===== config.mk =====
export PLATFORM = sky130hd
export DESIGN_NAME = threshold_sampled_uart_receiver
export DESIGN_NICKNAME = d
export VERILOG_FILES = /design/src/rtl/tsur_pkg.sv /design/src/rtl/threshold_sampled_uart_receiver.sv
export SDC_FILE = /design/constraint.sdc
export NUM_CORES = 1
export LEC_CHECK = 0
export BUFFER_PORTS_ARGS = -buffer_cell sky130_fd_sc_hd__buf_2
export CORE_MARGIN = 2
export CORE_UTILIZATION = 55
export DETAILED_ROUTE_END_ITERATION = 16
export HOLD_SLACK_MARGIN = 0.12
export PLACE_DENSITY = 0.77
export SKIP_LAST_GASP = 1
export SYNTH_ARGS = -nofsm -noshare
export SYNTH_HDL_FRONTEND = slang
export SYNTH_SLANG_ARGS = --single-unit

===== constraint.sdc =====
create_clock -name clk -period 4.4 [get_ports clk]
set_input_delay 0.44 -clock clk [delete_from_list [all_inputs] [get_ports clk]]
set_output_delay 0.44 -clock clk [all_outputs]
set_load 0.005 [all_outputs]

===== src/rtl/tsur_pkg.sv =====
package tsur_pkg;

	localparam int SAMPLE_BITS = 12;
	localparam int DATA_BITS   = 8;

	localparam int THRESH_W = 12;
	localparam int COUNT_W  = 16;
	localparam int CFG_W    = 16;
	localparam int CFG_IDX_W = 2;
	localparam int BYTE_W   = 8;
	localparam int BIT_IDX_W = 3;

	localparam logic [THRESH_W-1:0] THRESH_RESET  = THRESH_W'(3900);
	localparam logic [COUNT_W-1:0]  TPB_RESET     = COUNT_W'(16);
	localparam logic [COUNT_W-1:0]  TIMEOUT_RESET = COUNT_W'(30000);

	// configuration register indexes
	localparam logic [CFG_IDX_W-1:0] REG_LINE_THRESHOLD = 2'd0;
	localparam logic [CFG_IDX_W-1:0] REG_TICKS_PER_BIT  = 2'd1;
	localparam logic [CFG_IDX_W-1:0] REG_IDLE_TIMEOUT   = 2'd2;

	// last data bit position
	localparam logic [BIT_IDX_W-1:0] LAST_BIT = BIT_IDX_W'(DATA_BITS - 1);

	typedef enum logic [2:0] {
		PH_IDLE  = 3'd0,
		PH_START = 3'd1,
		PH_HALF  = 3'd2,
		PH_DATA  = 3'd3,
		PH_STOP  = 3'd4,
		PH_TAIL  = 3'd5
	} phase_t;

endpackage


===== src/rtl/threshold_sampled_uart_receiver.sv =====
// Serial byte receiver working from converter samples of the receive line, one sample per
// request. A sample above line_threshold reads as line high. While idle and high the block
// counts samples and, once the count passes idle_timeout, delivers a timeout request
// (data_byte zero, timed_out set) and starts counting again. A low sample opens a frame:
// after one and a half bit times (ticks_per_bit samples each) eight data bits are taken
// LSB first one bit time apart, the stop bit one bit time later, and half a bit after that
// the byte is delivered with the stop level for information only - a low stop bit is not
// rejected. Every wait lasts at least one sample. Throughput is one sample per clock: the
// sample is registered, the frame state and its counters are updated by a single pass of
// logic, and any result lands in an output register. The input side stalls only while
// a sample is held in the input register and the output register holds an untaken result
// that is itself stalled. Configuration is written through cfg_write/cfg_index/cfg_data;
// the user must write it only while idle; the block itself does not enforce this.
module threshold_sampled_uart_receiver (
	input  logic                               clk,
	input  logic                               arst_n,
	// configuration write port
	input  logic                               cfg_write,
	input  logic [tsur_pkg::CFG_IDX_W-1:0]     cfg_index,
	input  logic [tsur_pkg::CFG_W-1:0]         cfg_data,
	// sample requests
	input  logic                               in_valid,
	output logic                               in_stall,
	input  logic [tsur_pkg::SAMPLE_BITS-1:0]   sample,
	// result requests
	output logic                               out_valid,
	input  logic                               out_stall,
	output logic [tsur_pkg::BYTE_W-1:0]        data_byte,
	output logic                               timed_out,
	output logic                               stop_level
);
	import tsur_pkg::*;

	// configuration registers
	logic [THRESH_W-1:0] line_threshold_q;
	logic [COUNT_W-1:0]  ticks_per_bit_q;
	logic [COUNT_W-1:0]  idle_timeout_q;

	// input stage
	logic                   valid_s1;
	logic [SAMPLE_BITS-1:0] sample_s1;

	// frame state
	phase_t               phase_q, phase_d;
	logic [COUNT_W-1:0]   tick_count_q, tick_count_d;
	logic [BIT_IDX_W-1:0] bit_index_q, bit_index_d;
	logic [BYTE_W-1:0]    shift_byte_q, shift_byte_d;
	logic [COUNT_W-1:0]   idle_count_q, idle_count_d;
	logic                 stop_seen_q, stop_seen_d;

	// result register
	logic              out_valid_q;
	logic [BYTE_W-1:0] data_byte_q;
	logic              timed_out_q;
	logic              stop_level_q;

	// step results
	logic              emit;
	logic [BYTE_W-1:0] emit_byte;
	logic              emit_timeout;
	logic              emit_stop;

	logic               advance;
	logic               line_high;
	logic [COUNT_W-1:0] half_bit;
	logic [COUNT_W-1:0] wait_len;
	logic [COUNT_W-1:0] tick_inc;
	logic               wait_end;
	logic [COUNT_W:0]   idle_inc;

	// the held sample moves on unless the result register is full and stalled
	assign advance  = valid_s1 && !(out_valid_q && out_stall);
	assign in_stall = valid_s1 && (out_valid_q && out_stall);

	// configuration writes
	always_ff @(posedge clk or negedge arst_n) begin
		if (!arst_n) begin
			line_threshold_q <= THRESH_RESET;
			ticks_per_bit_q  <= TPB_RESET;
			idle_timeout_q   <= TIMEOUT_RESET;
		end else if (cfg_write) begin
			case (cfg_index)
				REG_LINE_THRESHOLD: line_threshold_q <= cfg_data[THRESH_W-1:0];
				REG_TICKS_PER_BIT:  ticks_per_bit_q  <= cfg_data;
				REG_IDLE_TIMEOUT:   idle_timeout_q   <= cfg_data;
				default:            ;
			endcase
		end
	end

	// input register: valid bit
	always_ff @(posedge clk or negedge arst_n) begin
		if (!arst_n) begin
			valid_s1 <= 1'b0;
		end else if (!in_stall) begin
			valid_s1 <= in_valid;
		end
	end

	// input register: payload
	always_ff @(posedge clk) begin
		if (in_valid && !in_stall) begin
			sample_s1 <= sample;
		end
	end

	// threshold slicer and shared wait counter
	assign line_high = sample_s1 > line_threshold_q;
	assign half_bit  = ticks_per_bit_q >> 1;
	assign wait_len  = (phase_q == PH_HALF || phase_q == PH_TAIL) ? half_bit : ticks_per_bit_q;
	assign tick_inc  = tick_count_q + COUNT_W'(1);
	// a zero length or a counter wrap also ends the wait
	assign wait_end  = (tick_inc >= wait_len) || (tick_inc == '0);
	assign idle_inc  = {1'b0, idle_count_q} + (COUNT_W+1)'(1);

	// next frame state for the held sample
	always_comb begin
		phase_d      = phase_q;
		tick_count_d = tick_count_q;
		bit_index_d  = bit_index_q;
		shift_byte_d = shift_byte_q;
		idle_count_d = idle_count_q;
		stop_seen_d  = stop_seen_q;
		emit         = 1'b0;
		emit_byte    = '0;
		emit_timeout = 1'b0;
		emit_stop    = 1'b0;

		unique case (phase_q)
			PH_IDLE: begin
				if (line_high) begin
					if (idle_inc > {1'b0, idle_timeout_q}) begin
						idle_count_d = '0;
						emit         = 1'b1;
						emit_timeout = 1'b1;
					end else begin
						idle_count_d = idle_inc[COUNT_W-1:0];
					end
				end else begin
					// start bit edge
					idle_count_d = '0;
					tick_count_d = '0;
					bit_index_d  = '0;
					shift_byte_d = '0;
					stop_seen_d  = 1'b0;
					phase_d      = PH_START;
				end
			end
			PH_START: begin
				tick_count_d = wait_end ? '0 : tick_inc;
				if (wait_end) begin
					phase_d = PH_HALF;
				end
			end
			PH_HALF, PH_DATA: begin
				tick_count_d = wait_end ? '0 : tick_inc;
				if (wait_end) begin
					// the half wait always lands on data bit zero
					if (phase_q == PH_HALF) begin
						shift_byte_d[0] = shift_byte_q[0] | line_high;
						bit_index_d     = BIT_IDX_W'(1);
						phase_d         = PH_DATA;
					end else begin
						shift_byte_d[bit_index_q] = shift_byte_q[bit_index_q] | line_high;
						if (bit_index_q >= LAST_BIT) begin
							bit_index_d = '0;
							phase_d     = PH_STOP;
						end else begin
							bit_index_d = bit_index_q + BIT_IDX_W'(1);
							phase_d     = PH_DATA;
						end
					end
				end
			end
			PH_STOP: begin
				tick_count_d = wait_end ? '0 : tick_inc;
				if (wait_end) begin
					stop_seen_d = line_high;
					phase_d     = PH_TAIL;
				end
			end
			PH_TAIL: begin
				tick_count_d = wait_end ? '0 : tick_inc;
				if (wait_end) begin
					phase_d      = PH_IDLE;
					idle_count_d = '0;
					emit         = 1'b1;
					emit_byte    = shift_byte_q;
					emit_stop    = stop_seen_q;
				end
			end
			default: begin
				phase_d      = PH_IDLE;
				tick_count_d = '0;
			end
		endcase
	end

	// frame state registers
	always_ff @(posedge clk or negedge arst_n) begin
		if (!arst_n) begin
			phase_q      <= PH_IDLE;
			tick_count_q <= '0;
			bit_index_q  <= '0;
			shift_byte_q <= '0;
			idle_count_q <= '0;
			stop_seen_q  <= 1'b0;
		end else if (advance) begin
			phase_q      <= phase_d;
			tick_count_q <= tick_count_d;
			bit_index_q  <= bit_index_d;
			shift_byte_q <= shift_byte_d;
			idle_count_q <= idle_count_d;
			stop_seen_q  <= stop_seen_d;
		end
	end

	// result register: valid bit
	always_ff @(posedge clk or negedge arst_n) begin
		if (!arst_n) begin
			out_valid_q <= 1'b0;
		end else if (advance && emit) begin
			out_valid_q <= 1'b1;
		end else if (!out_stall) begin
			out_valid_q <= 1'b0;
		end
	end

	// result register: payload
	always_ff @(posedge clk) begin
		if (advance && emit) begin
			data_byte_q  <= emit_byte;
			timed_out_q  <= emit_timeout;
			stop_level_q <= emit_stop;
		end
	end

	assign out_valid  = out_valid_q;
	assign data_byte  = data_byte_q;
	assign timed_out  = timed_out_q;
	assign stop_level = stop_level_q;

	// a timeout result carries no byte and no stop level
	assert property (@(posedge clk) disable iff (!arst_n)
		out_valid && timed_out |-> data_byte == '0 && !stop_level)
		else $error("timeout result carries byte data");

	// the idle counter stays clear for the whole of a frame
	assert property (@(posedge clk) disable iff (!arst_n)
		phase_q != PH_IDLE |-> idle_count_q == '0)
		else $error("idle count running inside a frame");

	// a non-zero bit position only exists while data bits are being taken
	assert property (@(posedge clk) disable iff (!arst_n)
		bit_index_q != '0 |-> phase_q == PH_DATA)
		else $error("bit index outside data phase");

	// the input side only stalls behind a full, stalled result register
	assert property (@(posedge clk) disable iff (!arst_n)
		in_stall |-> valid_s1 && out_valid_q && out_stall)
		else $error("input stalled without back pressure");

	// a stalled result is never dropped
	assert property (@(posedge clk) disable iff (!arst_n)
		out_valid_q && out_stall |=> out_valid_q && $stable(data_byte_q))
		else $error("stalled result lost");

endmodule


# Word-level counts from Yosys, hierarchy flattened
# Cells that the tools add are included.
# op_classes
bitwise_logic,2
magnitude_cmp,6
add_sub_neg,3
n_eq_ne,14
n_reduce_logical,28
muxes,40
# op_table
operator,count
$mux 16,6
$pmux 16 s2,2
$mux 3,11
$add 16x1->17 const B,1
$gt 17x16->1,1
$add 16x1->16 const B,1
$ge 16x16->1,1
$logic_not 16->1,1
$mux 8,2
$pmux 8 s2,1
$pmux 3 s5,1
$gt 12x12->1,1
$ne 2x2->1 const B,6
$mux 1,10
$reduce_and 2->1,5
$bwmux 8,1
$reduce_and 4->1,2
$mux 7,1
$eq 3x2->1 const B,2
$eq 3x3->1 const B,2
$logic_and 1x1->1,6
$pmux 3 s2,1
$reduce_and 6->1,1
$reduce_bool 2->1,3
other kinds (20),24
# totals
register_bits,115
word_cells,109
out_inout_bits,12
inputBits,35

# Longest topological paths before layout
# logic_depth
depth_word,9
depth_mapped,18
depth_no_buf,16

# Worst setup path after synthesis
# Ideal clock, no wire load.
# synth_timing
kind,register -> register
start,reg idle_count_q[0]
end,reg data_byte_q[0] (netlist: data_byte[0]) (enable)
setup_time_ns,0.376
period_less_slack_ns,4.179
n_path_buf,1
required_time_ns,4.024
stages_incl_launch_ff,18
arrival_time_ns,3.803
setup_slack_ns,0.221
path_cell_list,dfrtp_1 -> and3_1 -> nand3_1 -> or2_2 -> clkbuf_1 -> nor2_1 -> nand3_1 -> or2_2 -> xnor2_1 -> ha_1 -> nand3_1 -> nor4_1 -> a21boi_0 -> o21ai_0 -> nand2_1 -> and3_1 -> nor2_1 -> nor2_1
# synth_between
elab_chain_len,6
# synth_lines
item,line,rtl
start: declaration,threshold_sampled_uart_receiver.sv:48,"logic [COUNT_W-1:0] idle_count_q, idle_count_d;"
start signal: assignment,threshold_sampled_uart_receiver.sv:213,idle_count_q <= idle_count_d;
$add 16x1->17,threshold_sampled_uart_receiver.sv:114,"assign idle_inc = {1'b0, idle_count_q} + (COUNT_W+1)'(1);"
$gt 17x16->1,threshold_sampled_uart_receiver.sv:132,"if (idle_inc > {1'b0, idle_timeout_q}) begin"
$mux 1,threshold_sampled_uart_receiver.sv:132,
$mux 1,threshold_sampled_uart_receiver.sv:131,if (line_high) begin
$pmux 1 s2,threshold_sampled_uart_receiver.sv:129,unique case (phase_q)
$logic_and 1x1->1,threshold_sampled_uart_receiver.sv:231,if (advance && emit) begin
end signal: assignment,threshold_sampled_uart_receiver.sv:232,data_byte_q <= emit_byte;
end: declaration,threshold_sampled_uart_receiver.sv:53,logic [BYTE_W-1:0] data_byte_q;
# No other way between the ends.
# A chain may end at the register's enable or synchronous reset.

# Worst setup path in the final report
# layout_timing
start,reg idle_count_q[0]
end,reg idle_count_q[7]
# layout_between
elab_chain_len,5
# layout_lines
item,line
$add 16x1->17 (*),threshold_sampled_uart_receiver.sv:114
$gt 17x16->1,threshold_sampled_uart_receiver.sv:132
$mux 16 (*),threshold_sampled_uart_receiver.sv:132
$mux 16 (*),threshold_sampled_uart_receiver.sv:131
$pmux 16 s2 (*),threshold_sampled_uart_receiver.sv:129
# Every way passes the cells marked *; elsewhere a longest branch is shown, timed or not.

==> summary.md <==
| Metric | Value |
|---|---|
| DR WL/cell | 16.8 um |
| Worst setup slack after layout | 259 ps |
| Routed WL | 14.8 mm |
| Fmax | 241 MHz |
| Chip Width | 115 um |
| Die area | 13,200 sq um |
| Ports | 47 |
| Number of post-CTS setup repair buffers | 0 |
| Worst-Margin Slew | roughly 1200 ps |
| Skew final | 7.99 ps |
| Hold Slack | just under 200 ps |
| Commonest cells in the netlist | dfrtp_1 (77), nand2_1 (61), ha_1 (49) |
| Power Dens Cells | 501 nW/um^2 |
| Post-Layout Cell Count | 883 |
| MaxCap Viol Count | 0 |
| Crit-path leading delay family | simple AND/OR/NAND/NOR gates |
| Hpwl dp | 10.6 mm |
| Syn Std Cell Area | slightly below 7000 sq um |
| GRT Resource Usage Total | 24.1% |
| Clock Path Buffers | 2 |
| Vias in the first global route | around 5,100 |
| Cts bufs inserted | 17 |
| Reg clk slew, reported paths | 60 ps |
| Total power | 3.91 mW |
| Startpoint Class | flip-flop |
| Top cells by area, synth | dfrtp_1 (28%), edfxtp_1 (9.8%), ha_1 (9.1%) |
| Worst-Skew Late Latency | 420 ps |
| Setup WS pre-CTS | -51.1 ps |
| Status | finished, final reports clean |
| Cell count after placement | 850 |
| DRT Pass-1 Iters | 6 |
| Pin count of the biggest net entering global routing | 55 |
| Mean post-synth cell area | 10.0 sq um |
| Top cell type's share of synthesized area | approximately 28% |
| Count leader, synth | dfrtp_1 |
| Vias per Instance | 5.93 |
| # fillers | ~900 |
| Setup Viol. Count Final | 0 |
| Height of the die | 115 um |
| DRT antenna net count | 0 |
| Ys async rst share | roughly four fifths |
| Core Footprint | about 12,000 sq um |
| Worst path cell trace | ha_1, nand3_1, nor2_1, and3_1, and3_1, and3_1, xor2_1, ha_1, nand3_1, nor4_4, a21boi_2, o21ai_0, nand2_1, buf_4, nor2_1, buf_4, a211o_1, a22o_1 |
| RePlAce Congestion | 0.939 |
| Post-Syn Instances | 675 |
| TritonCTS clock tree | yes |
| First-pass GRT wire length | 24.7 mm |
| Final period util | 94.1% |
| Worst setup EP type | flip-flop |
| VDD IR max | 0.336 mV |
| Slowest cell delay on critical path | 410 ps |
| Final Max Slew Viols | 0 |
| CP required | 4710 ps |
| P_leak | 3.56 nW |
| Clock Tree Root | clkbuf_16 |
| Diodes inserted | 0 |
| Clk sinks | 115 |
| Fin nets | 807 |
| Sequential fraction of the synthesis area | 44.5% |
| Initial Util | 56.3% |
| Bufs and invs on worst path | 2 |
| CP Data Arrival Time | 4450 ps |
| Htree depth | 4 |
| Synth warnings | 0 |
| Most common cell type on the critical path | and3_1 |
| DR vias | roughly 5,200 |
| Initial antenna violation count | 0 |
| DRC errors left | 0 |
| Rows | 40 |
| Initial DRC Count | between 400 and 500 |
| Top FF cell, synth | dfrtp_1 |
| Syn Nets | roughly 760 |
| Fin crit period | between 4000 and 5000 ps |
| Overflow after GRT | 0 |
| Port-buffer cells | 46 |
| Final core occ | 64.9% |
| Layout cells sized above 1 | 21.7% |
| CP Class | flip-flop to flip-flop |
| Worst Path Max Fanout | 9 |
| Final hold vios | 0 |
| CP max-delay cell | dfrtp_2 |
| Worst Hold Class | primary input to flip-flop |
| Synth-to-layout area growth | 15.3% |
| Cell taking the most area after synthesis | dfrtp_1 |
| Synthesized flop and latch total | 115 |
| Max_slew headroom | between 20% and 30% |
| Library cells used by synthesis | 63 |
| Number of synthesized flops with an enable pin | 22 |
stage by stage:
stage          area [sq um]  setup TNS [ps]
6_report               7800               0
5_1_grt                7800           -38.1
4_1_cts                7760               0
3_5_place_dp           7170            -509
3_3_place_gp           7170               0
2_1_floorplan          6770               0
power by group:
group	leakage (nW)	internal, mW	switching, mW	total (mW)
Sequential	1.36	1.27	0.181	1.45
Clock	0.282	0.794	0.518	1.31
Combinational	1.92	0.472	0.671	1.14
Total	3.56	2.54	1.37	3.91
routing by layer:
| metal | part of all wire [%] | track usage [%] |
|---|---|---|
| met5 | 0 | 0 |
| met4 | 1.6 | 8.11 |
| met3 | 3.4 | 6.48 |
| met2 | 51 | 40.1 |
| met1 | 44 | 30.6 |
cell type report:
cell class | count | area, sq um | share of cell area (%)
clock buffer | 20 | 479 | 6.15
clock inverter | 12 | 92.6 | 1.19
inverter | 41 | 154 | 1.97
multi-input combinational | 486 | 3520 | 45.2
sequential | 115 | 3010 | 38.6
tap | 147 | 184 | 2.36
timing repair buffer | 62 | 355 | 4.56
registers in the layout, summed over array words and instances (netlist names):
name	flops
idle_count_q	16
stop_level	1
sample_s1	12
out_valid	1
tick_count_q	16
idle_timeout_q	16
timed_out	1
shift_byte_q	8
bit_index_q	3
stop_seen_q	1
data_byte	8
line_threshold_q	12
valid_s1	1
ticks_per_bit_q	16
phase_q	3
final timing paths:
path	slack [ps]	depth (start not counted)	from	to
max	260	18	idle_count_q[0]	idle_count_q[7]
min in group asynchronous	610	2	arst_n	idle_count_q[3]
max reg2reg	260	18	idle_count_q[0]	idle_count_q[7]
min	190	1	sample[5]	sample_s1[5]
max in group asynchronous	2780	3	arst_n	idle_timeout_q[8]
min reg2reg	500	2	stop_seen_q	stop_seen_q
logic make-up after synthesis:
logic type,count (synthesis),share of synthesized area (%)
AOI/OAI and AO/OA,148,14.4
adders and majority gates,49,9.06
DFF,115,44.5
buffers and inverters,74,4.25
muxes,52,8.32
and+or+nand+nor,206,15.5
xor gates and xnor gates,31,4.01
cell usage in the layout (no fill, tap or decap), types with 5 or more instances in the layout:
cell / instances
a211o_1: 5
a211oi_1: 5
a21o_1: 7
a21oi_1: 19
a22o_1: 15
and2_1: 13
and3_1: 11
buf_2: 45
buf_4: 16
clkbuf_16: 19
dfrtp_1: 76
dfstp_2: 16
edfxtp_1: 22
ha_1: 49
inv_1: 41
inv_6: 5
mux2_2: 34
mux2i_1: 18
nand2_1: 61
nand2b_1: 7
nand3_1: 28
nand3b_1: 5
nand4_1: 13
nor2_1: 27
nor3_1: 13
o21ai_0: 28
o21ai_1: 31
o31ai_1: 6
or3_1: 5
xnor2_1: 19
xor2_1: 12
repair_timing:
action / in CTS / in global routing
resized for setup: 1 / 9
hold endpoints to repair: 52 / 0
setup endpoints to repair: 10 / 26
hold buffers: 1 / 0
Power figures use the tool's default switching activity.
